**config.mk**
```make
export PLATFORM = sky130hd
export DESIGN_NAME = tip_height_raster_scan_top
export DESIGN_NICKNAME = d
export VERILOG_FILES = /design/src/rtl/core/thrs_pkg.sv /design/src/rtl/core/thrs_cfg_regs.sv /design/src/rtl/core/thrs_step.sv /design/src/rtl/core/tip_height_raster_scan_top.sv
export SDC_FILE = /design/constraint.sdc
export NUM_CORES = 1
export LEC_CHECK = 0
export ABC_AREA = 1
export BUFFER_PORTS_ARGS = -buffer_cell sky130_fd_sc_hd__buf_2
export CAP_MARGIN = 5
export CORE_ASPECT_RATIO = 1.4
export CORE_MARGIN = 2
export CORE_UTILIZATION = 61
export CTS_BUF_LIST = sky130_fd_sc_hd__clkbuf_8
export DETAILED_ROUTE_END_ITERATION = 6
export PLACE_DENSITY_LB_ADDON = 0.05
export SYNTH_ARGS = -nofsm -noshare
export SYNTH_HDL_FRONTEND = slang
export SYNTH_HIERARCHICAL = 1
export SYNTH_SLANG_ARGS = --single-unit
```
**constraint.sdc**
```tcl
create_clock -name clk -period 6.4 [get_ports clk]
set_input_delay 0.64 -clock clk [delete_from_list [all_inputs] [get_ports clk]]
set_output_delay 0.64 -clock clk [all_outputs]
set_load 0.03 [all_outputs]
```
**src/rtl/core/thrs_pkg.sv**
```systemverilog
`timescale 1ns / 1ps
`default_nettype none
// ----------------------------------------------------------------------------
// thrs_pkg : shared types and codes for the tip height raster scan
// Item, result and register-set structs, command, action and register codes.
// ----------------------------------------------------------------------------
package thrs_pkg;

  localparam int unsigned POS_W  = 16;
  localparam int unsigned SIDE_W = 9;
  localparam int unsigned COL_W  = 8;
  localparam int unsigned ADDR_W = 4;
  localparam int unsigned DATA_W = 32;

  typedef enum logic {
    CMD_START  = 1'b0,
    CMD_SAMPLE = 1'b1
  } thrs_cmd_t;

  typedef enum logic [1:0] {
    ACT_MEASURE = 2'd0,
    ACT_MOVE    = 2'd1,
    ACT_RECORD  = 2'd2,
    ACT_IDLE    = 2'd3
  } thrs_action_t;

  typedef enum logic [1:0] {
    REG_SIDE_LEN   = 2'd0,
    REG_MAX_STEPS  = 2'd1,
    REG_ADJ_DELTA  = 2'd2,
    REG_TARGET_SIG = 2'd3
  } thrs_reg_t;

  localparam logic [SIDE_W-1:0] SIDE_LEN_RST   = 9'd64;
  localparam logic [POS_W-1:0]  MAX_STEPS_RST  = 16'd16;
  localparam logic [POS_W-1:0]  ADJ_DELTA_RST  = 16'd1;
  localparam logic [POS_W-1:0]  TARGET_SIG_RST = 16'd32768;
  localparam logic [SIDE_W-1:0] SIDE_MAX       = 9'd256;

  typedef struct packed {
    logic [SIDE_W-1:0] side_len;
    logic [POS_W-1:0]  max_adjust_steps;
    logic [POS_W-1:0]  adjust_delta;
    logic [POS_W-1:0]  target_signal;
  } thrs_cfg_t;

  typedef struct packed {
    thrs_cmd_t        command;
    logic [POS_W-1:0] start_position;
    logic [POS_W-1:0] sample;
  } thrs_item_t;

  typedef struct packed {
    thrs_action_t     action;
    logic [COL_W-1:0] pos_x;
    logic [COL_W-1:0] pos_y;
    logic [POS_W-1:0] height;
    logic [POS_W-1:0] signal_out;
    logic             scan_done;
  } thrs_result_t;

endpackage

`default_nettype wire

```
**src/rtl/core/thrs_cfg_regs.sv**
```systemverilog
`timescale 1ns / 1ps
`default_nettype none
// ----------------------------------------------------------------------------
// thrs_cfg_regs : APB register set
// Four scan registers at word addresses, always ready, read back zero-extended.
// ----------------------------------------------------------------------------
module thrs_cfg_regs (
  input  wire logic                          clk,
  input  wire logic                          rst_n,
  input  wire logic                          psel,
  input  wire logic                          penable,
  input  wire logic                          pwrite,
  input  wire logic [thrs_pkg::ADDR_W-1:0]   paddr,
  input  wire logic [thrs_pkg::DATA_W-1:0]   pwdata,
  output logic      [thrs_pkg::DATA_W-1:0]   prdata,
  output logic                               pready,
  output thrs_pkg::thrs_cfg_t                cfg
);

  thrs_pkg::thrs_cfg_t cfg_r;
  thrs_pkg::thrs_cfg_t cfg_nxt;
  thrs_pkg::thrs_reg_t reg_sel;
  logic                wr_en;

  assign reg_sel = thrs_pkg::thrs_reg_t'(paddr[3:2]);
  assign wr_en   = psel && penable && pwrite;
  assign pready  = 1'b1;
  assign cfg     = cfg_r;

  always_comb begin
    cfg_nxt = cfg_r;
    if (wr_en) begin
      unique case (reg_sel)
        thrs_pkg::REG_SIDE_LEN:   cfg_nxt.side_len         = pwdata[thrs_pkg::SIDE_W-1:0];
        thrs_pkg::REG_MAX_STEPS:  cfg_nxt.max_adjust_steps = pwdata[thrs_pkg::POS_W-1:0];
        thrs_pkg::REG_ADJ_DELTA:  cfg_nxt.adjust_delta     = pwdata[thrs_pkg::POS_W-1:0];
        thrs_pkg::REG_TARGET_SIG: cfg_nxt.target_signal    = pwdata[thrs_pkg::POS_W-1:0];
        default:                  cfg_nxt = cfg_r;
      endcase
    end
  end

  always_comb begin
    unique case (reg_sel)
      thrs_pkg::REG_SIDE_LEN:   prdata = {23'd0, cfg_r.side_len};
      thrs_pkg::REG_MAX_STEPS:  prdata = {16'd0, cfg_r.max_adjust_steps};
      thrs_pkg::REG_ADJ_DELTA:  prdata = {16'd0, cfg_r.adjust_delta};
      thrs_pkg::REG_TARGET_SIG: prdata = {16'd0, cfg_r.target_signal};
      default:                  prdata = '0;
    endcase
  end

  always_ff @(posedge clk) begin
    if (!rst_n) begin
      cfg_r.side_len         <= thrs_pkg::SIDE_LEN_RST;
      cfg_r.max_adjust_steps <= thrs_pkg::MAX_STEPS_RST;
      cfg_r.adjust_delta     <= thrs_pkg::ADJ_DELTA_RST;
      cfg_r.target_signal    <= thrs_pkg::TARGET_SIG_RST;
    end else begin
      cfg_r <= cfg_nxt;
    end
  end

endmodule

`default_nettype wire

```
**src/rtl/core/thrs_step.sv**
```systemverilog
`timescale 1ns / 1ps
`default_nettype none
// ----------------------------------------------------------------------------
// thrs_step : feedback stepper and raster counters
// Holds tip height, pixel counters and loop flags; works out one result per
// item and commits the new state on step_en.
// ----------------------------------------------------------------------------
module thrs_step (
  input  wire logic                 clk,
  input  wire logic                 rst_n,
  input  wire logic                 step_en,
  input  thrs_pkg::thrs_item_t      item,
  input  thrs_pkg::thrs_cfg_t       cfg,
  output thrs_pkg::thrs_result_t    result
);

  logic [thrs_pkg::POS_W-1:0]  disp_r,      disp_nxt;
  logic [thrs_pkg::COL_W-1:0]  col_r,       col_nxt;
  logic [thrs_pkg::SIDE_W-1:0] row_r,       row_nxt;
  logic [thrs_pkg::POS_W-1:0]  move_cnt_r,  move_cnt_nxt;
  logic                        moving_up_r, moving_up_nxt;
  logic                        adjusting_r, adjusting_nxt;
  logic                        finished_r,  finished_nxt;

  logic [thrs_pkg::SIDE_W-1:0] eff_side;
  logic                        up_sel;
  logic                        reached;
  logic                        do_record;
  logic [thrs_pkg::POS_W:0]    sum_down;
  logic [thrs_pkg::POS_W-1:0]  disp_moved;
  logic                        col_last;
  logic                        row_last;

  always_comb begin
    if (cfg.side_len == '0) begin
      eff_side = thrs_pkg::SIDE_W'(1);
    end else if (cfg.side_len > thrs_pkg::SIDE_MAX) begin
      eff_side = thrs_pkg::SIDE_MAX;
    end else begin
      eff_side = cfg.side_len;
    end
  end

  // direction is picked on the first sample of a pixel, then held
  assign up_sel  = adjusting_r ? moving_up_r : (item.sample > cfg.target_signal);
  assign reached = moving_up_r ? (item.sample < cfg.target_signal)
                               : (item.sample > cfg.target_signal);

  always_comb begin
    if (!adjusting_r) begin
      do_record = (cfg.max_adjust_steps == '0);
    end else begin
      do_record = reached || (move_cnt_r >= cfg.max_adjust_steps);
    end
  end

  // saturating move
  assign sum_down = {1'b0, disp_r} + {1'b0, cfg.adjust_delta};
  always_comb begin
    if (up_sel) begin
      disp_moved = (disp_r > cfg.adjust_delta) ? (disp_r - cfg.adjust_delta) : '0;
    end else begin
      disp_moved = sum_down[thrs_pkg::POS_W] ? '1 : sum_down[thrs_pkg::POS_W-1:0];
    end
  end

  assign col_last = ({1'b0, col_r} + thrs_pkg::SIDE_W'(1)) >= eff_side;
  assign row_last = ({1'b0, row_r} + (thrs_pkg::SIDE_W+1)'(1)) >= {1'b0, eff_side};

  always_comb begin
    disp_nxt      = disp_r;
    col_nxt       = col_r;
    row_nxt       = row_r;
    move_cnt_nxt  = move_cnt_r;
    moving_up_nxt = moving_up_r;
    adjusting_nxt = adjusting_r;
    finished_nxt  = finished_r;

    result.action     = thrs_pkg::ACT_IDLE;
    result.pos_x      = '0;
    result.pos_y      = '0;
    result.height     = disp_r;
    result.signal_out = '0;
    result.scan_done  = 1'b1;

    if (item.command == thrs_pkg::CMD_START) begin
      disp_nxt      = item.start_position;
      col_nxt       = '0;
      row_nxt       = '0;
      move_cnt_nxt  = '0;
      moving_up_nxt = 1'b0;
      adjusting_nxt = 1'b0;
      finished_nxt  = 1'b0;
      result.action    = thrs_pkg::ACT_MEASURE;
      result.height    = item.start_position;
      result.scan_done = 1'b0;
    end else if (!finished_r) begin
      moving_up_nxt     = up_sel;
      result.pos_x      = col_r;
      result.pos_y      = row_r[thrs_pkg::COL_W-1:0];
      result.signal_out = item.sample;
      if (!do_record) begin
        disp_nxt      = disp_moved;
        move_cnt_nxt  = adjusting_r ? (move_cnt_r + thrs_pkg::POS_W'(1))
                                    : thrs_pkg::POS_W'(1);
        adjusting_nxt = 1'b1;
        result.action    = thrs_pkg::ACT_MOVE;
        result.height    = disp_moved;
        result.scan_done = 1'b0;
      end else begin
        adjusting_nxt = 1'b0;
        move_cnt_nxt  = '0;
        if (col_last) begin
          col_nxt = '0;
          if (row_last) begin
            finished_nxt = 1'b1;
            row_nxt      = eff_side;
          end else begin
            row_nxt = row_r + thrs_pkg::SIDE_W'(1);
          end
        end else begin
          col_nxt = col_r + thrs_pkg::COL_W'(1);
        end
        result.action    = thrs_pkg::ACT_RECORD;
        result.scan_done = col_last && row_last;
      end
    end
  end

  always_ff @(posedge clk) begin
    if (!rst_n) begin
      disp_r      <= '0;
      col_r       <= '0;
      row_r       <= '0;
      move_cnt_r  <= '0;
      moving_up_r <= 1'b0;
      adjusting_r <= 1'b0;
      finished_r  <= 1'b1;
    end else if (step_en) begin
      disp_r      <= disp_nxt;
      col_r       <= col_nxt;
      row_r       <= row_nxt;
      move_cnt_r  <= move_cnt_nxt;
      moving_up_r <= moving_up_nxt;
      adjusting_r <= adjusting_nxt;
      finished_r  <= finished_nxt;
    end
  end

endmodule

`default_nettype wire

```
**src/rtl/core/tip_height_raster_scan_top.sv**
```systemverilog
`timescale 1ns / 1ps
`default_nettype none
// ----------------------------------------------------------------------------
// tip_height_raster_scan_top : constant-current raster scan stepper
// Input register, combinational feedback step, result register, APB registers.
// ----------------------------------------------------------------------------
//  port group  | handshake          | beat contents
//  ------------+--------------------+-------------------------------------------
//  in_*        | in_valid/in_stall  | command, start_position, sample
//  out_*       | out_valid/out_stall| action, pos_x, pos_y, height, signal_out,
//              |                    | scan_done
//  APB         | psel/penable/pready| four scan registers at byte address 4*i
//
//  One beat in and one beat out per cycle sustained while out_stall is low;
//  a beat passes input register, single step stage, result register.
//  Reset (rst_n low, synchronous) empties both registers and leaves the scan
//  finished, so samples give idle results until a start beat arrives.
//  out_stall holds the result register; in_stall rises only when a beat is
//  waiting in the input register and the result register cannot drain.
// ----------------------------------------------------------------------------
module tip_height_raster_scan_top (
  input  wire logic                               clk,
  input  wire logic                               rst_n,
  input  wire logic                               in_valid,
  output logic                                    in_stall,
  input  wire logic                               in_command,
  input  wire logic [thrs_pkg::POS_W-1:0]         in_start_position,
  input  wire logic [thrs_pkg::POS_W-1:0]         in_sample,
  output logic                                    out_valid,
  input  wire logic                               out_stall,
  output logic      [1:0]                         out_action,
  output logic      [thrs_pkg::COL_W-1:0]         out_pos_x,
  output logic      [thrs_pkg::COL_W-1:0]         out_pos_y,
  output logic      [thrs_pkg::POS_W-1:0]         out_height,
  output logic      [thrs_pkg::POS_W-1:0]         out_signal_out,
  output logic                                    out_scan_done,
  input  wire logic                               psel,
  input  wire logic                               penable,
  input  wire logic                               pwrite,
  input  wire logic [thrs_pkg::ADDR_W-1:0]        paddr,
  input  wire logic [thrs_pkg::DATA_W-1:0]        pwdata,
  output logic      [thrs_pkg::DATA_W-1:0]        prdata,
  output logic                                    pready
);

  thrs_pkg::thrs_cfg_t    cfg;
  thrs_pkg::thrs_item_t   item_r;
  thrs_pkg::thrs_result_t result;
  thrs_pkg::thrs_result_t res_r;
  logic                   item_valid_r, item_valid_nxt;
  logic                   res_valid_r,  res_valid_nxt;
  logic                   advance;
  logic                   in_take;

  thrs_cfg_regs u_cfg (
    .clk     (clk),
    .rst_n   (rst_n),
    .psel    (psel),
    .penable (penable),
    .pwrite  (pwrite),
    .paddr   (paddr),
    .pwdata  (pwdata),
    .prdata  (prdata),
    .pready  (pready),
    .cfg     (cfg)
  );

  thrs_step u_step (
    .clk     (clk),
    .rst_n   (rst_n),
    .step_en (advance),
    .item    (item_r),
    .cfg     (cfg),
    .result  (result)
  );

  // step the held beat whenever the result register is free or draining
  assign advance  = item_valid_r && (!res_valid_r || !out_stall);
  assign in_stall = item_valid_r && !advance;
  assign in_take  = in_valid && !in_stall;

  always_comb begin
    item_valid_nxt = item_valid_r;
    if (in_take) begin
      item_valid_nxt = 1'b1;
    end else if (advance) begin
      item_valid_nxt = 1'b0;
    end
  end

  always_comb begin
    res_valid_nxt = res_valid_r;
    if (advance) begin
      res_valid_nxt = 1'b1;
    end else if (!out_stall) begin
      res_valid_nxt = 1'b0;
    end
  end

  always_ff @(posedge clk) begin
    if (!rst_n) begin
      item_valid_r <= 1'b0;
      res_valid_r  <= 1'b0;
    end else begin
      item_valid_r <= item_valid_nxt;
      res_valid_r  <= res_valid_nxt;
    end
  end

  always_ff @(posedge clk) begin
    if (in_take) begin
      item_r.command        <= thrs_pkg::thrs_cmd_t'(in_command);
      item_r.start_position <= in_start_position;
      item_r.sample         <= in_sample;
    end
    if (advance) begin
      res_r <= result;
    end
  end

  assign out_valid      = res_valid_r;
  assign out_action     = res_r.action;
  assign out_pos_x      = res_r.pos_x;
  assign out_pos_y      = res_r.pos_y;
  assign out_height     = res_r.height;
  assign out_signal_out = res_r.signal_out;
  assign out_scan_done  = res_r.scan_done;

endmodule

`default_nettype wire

```
==> results.cfg <==
[placed_design]
gp_congestion = 0.972
place_hpwl_microns = 27500
dp_slack_ps = 3090
io_buffers = 126

[die]
die_area_sq_um = 22400
start_util = 0.617
core_area_sq_um = 21000
fp.dieW_microns = 127
ios = 162
rows = 63
die_y_microns = 176

[cts]
insertion_delay_ps = 510
cts_tree = built
numCtsBuffers = 17
holdBufCountCts = 0
max-clock-path-buffers = 2
clk_pin_slew_ps = 120
post_cts_buffers = 0
ctsRootBufferMaster = clkbuf_8
h-tree-depth = 4
cts_resized = 0
cts.sinks = 195

[drt]
wire_per_inst_microns = 17.0
vias_per_cell = 5.61
drcViolationCount = 0
finalWirelength_microns = 37300
ant_nets = 0
drtIter0Drc = 1076
dr.pass1.iters = 6
via_count = 12300

[finish]
drive_gt1_frac = 0.115
utilization = 0.666
n_fill_cell = 1944
area_growth_pct = 7.82
multi_input_area_sq_um = 6870
fin_nets = 2083
seq_area_sq_um = 4740

[synthesis]
synth_top_area_share = 0.195
ys_seq_area_frac = 0.367
yosys_register_bits = 195
synth.distinct_cells = 45
synth_warnings = 6
synth_area_leader_cell = edfxtp_1
synthCells = 1842
syn_area_sq_um = 12900
synth.area.top_cells = edfxtp_1 (19%), dfxtp_1 (17%), nand2_1 (14%)
avgSynthCellArea_sq_um = 7.03

[setup_path]
r2r_setup_slack_ps = 3030
critical_path_arrival_ps = 3730
worstSetupStartpointType = flip-flop
worstPathRequired_ps = 6760
critical_path_class = flip-flop to flip-flop
path_max_fanout = 21
cp-end-kind = flip-flop

[sta]
maxSlewHeadroom = 0.359
worst_slew_pin_slew_ps = 961
rsz0062_at_grt = no
setup_slack_ps = 3030
fin_crit_ps = 3370
drv_slew = 0
fmax_mhz = 297
post-route-period-util = 0.526
setup-tns-final_ps = 0
clock-skew-final_ps = 31.5
setup_viol = 0
final_hold_viol_count = 0

[pwr]
power-per-cell-area_nw_per_um2 = 203
ir_drop_uv = 237
power_leakage_nw = 6.69

[run]
timing.max_cap.violations = 0

[global_route]
grt_usage = 0.331
grt_pass1_wl_microns = 58000
grt_max_degree = 89
grt_pass1_vias = 11300
gr-total-overflow = 0
antenna_found_initial = 1

[status]
outcome = finished clean

[hold_path]
hp-class = primary input to flip-flop
layout make-up:
cell class / count / share of cell area
flip-flops and latches: 195 / 0.340
clock buffers: 17 / 0.0168
well taps: 260 / 0.0233
multi-input cells: 1335 / 0.492
inverters: 236 / 0.0635
clock inverters: 15 / 0.0123
repair buffers: 138 / 0.0516
diodes: 1 / 0.000179
final timing paths:
check                                     end     startpoint  cells past startpoint
worst max-delay path            out_height[7]  u_cfg/cfg[11]                     14
worst min-delay path                item_r[7]   in_sample[7]                      1
worst max register to register  out_height[7]  u_cfg/cfg[11]                     14
worst min register to register  u_cfg/cfg[42]  u_cfg/cfg[42]                      2
registers in the layout, summed over array words and instances (netlist names), 9 cells and up:
| register | count |
|---|---|
| item_r | 33 |
| out_height | 16 |
| out_signal_out | 16 |
| u_cfg/cfg | 57 |
| u_step/disp_r | 16 |
| u_step/move_cnt_r | 16 |
| u_step/row_r | 9 |
per-stage QoR:
step                power (mW)  instance area (sq um)  instances  hold slack, ps
finish                    2.83                  14000       2197             300
detailed placement        2.02                  13500       2164             491
global placement          2.01                  13500       2164             488
global route              2.96                  14000       2197             279
floorplan                 1.86                  13000       1857             461
CTS                       2.84                  14000       2196             272
worst max-delay path: stages, from the launching register on:
cell and delay [ps]:
dfxtp_1 450, inv_1 90, ha_1 330, a21oi_1 160, nand2_1 70, a21oi_1 400, nand2_1 160, nand3_1 100
nand3_1 120, a21oi_2 130, buf_4 300, nand2_2 330, nor2_4 360, nand2_1 100, nand3_1 110
synthesized netlist by cell type, drive strengths merged:
library cell / instances
a21o: 6
a21oi: 102
a31oi: 1
and2: 2
and3: 1
buf: 74
clkbuf: 17
clkinv: 3
conb: 2
dfxtp: 111
edfxtp: 84
fa: 2
ha: 82
inv: 233
nand2: 501
nand3: 211
nand3b: 1
nand4: 58
nor2: 237
nor2b: 1
nor3: 19
nor3b: 1
nor4: 2
o211ai: 7
o21ai: 48
o21bai: 7
xnor2: 4
xor2: 25
cells by family after synthesis:
group,share of synthesized area
buffers and inverters,0.108
and+or+nand+nor,0.350
xor gates and xnor gates,0.0196
other,0.000580
DFF,0.367
AOI/OAI and AO/OA,0.0727
adders and majority gates,0.0824
power by group:
group	leakage [nW]	switching, mW	internal, mW
registers	1.71	0.0395	1.35
logic	4.78	0.438	0.181
clock network	0.206	0.524	0.301
routing by layer:
metal | global-route usage | routed length, microns
met5 | 0 | 0
met4 | 0.189 | 2230
met3 | 0.0485 | 2100
met2 | 0.565 | 18100
met1 | 0.400 | 14900
cells in the final DEF, fill, tap and decap left out, types with 3 or more instances in the layout:
master    count
nand3_2      10
dfxtp_1     111
o211ai_1      7
xor2_1       25
edfxtp_1     84
nor2_4        4
conb_1       17
inv_6         3
nor2_2        8
inv_2         7
a21oi_2       3
a21o_1        6
nand2_1     490
o21bai_1      7
clkinv_1      4
xnor2_1       4
a21oi_1      96
a21oi_4       3
nor3_1       15
clkbuf_8     17
o21ai_0      32
inv_8         6
nand2_2      11
nand3_1     200
nand4_1      56
inv_1       226
nor3_2        3
clkinv_8      3
buf_2       126
ha_1         82
o21ai_1      16
nor2_1      225
buf_4        12
Power figures use the tool's default switching activity.
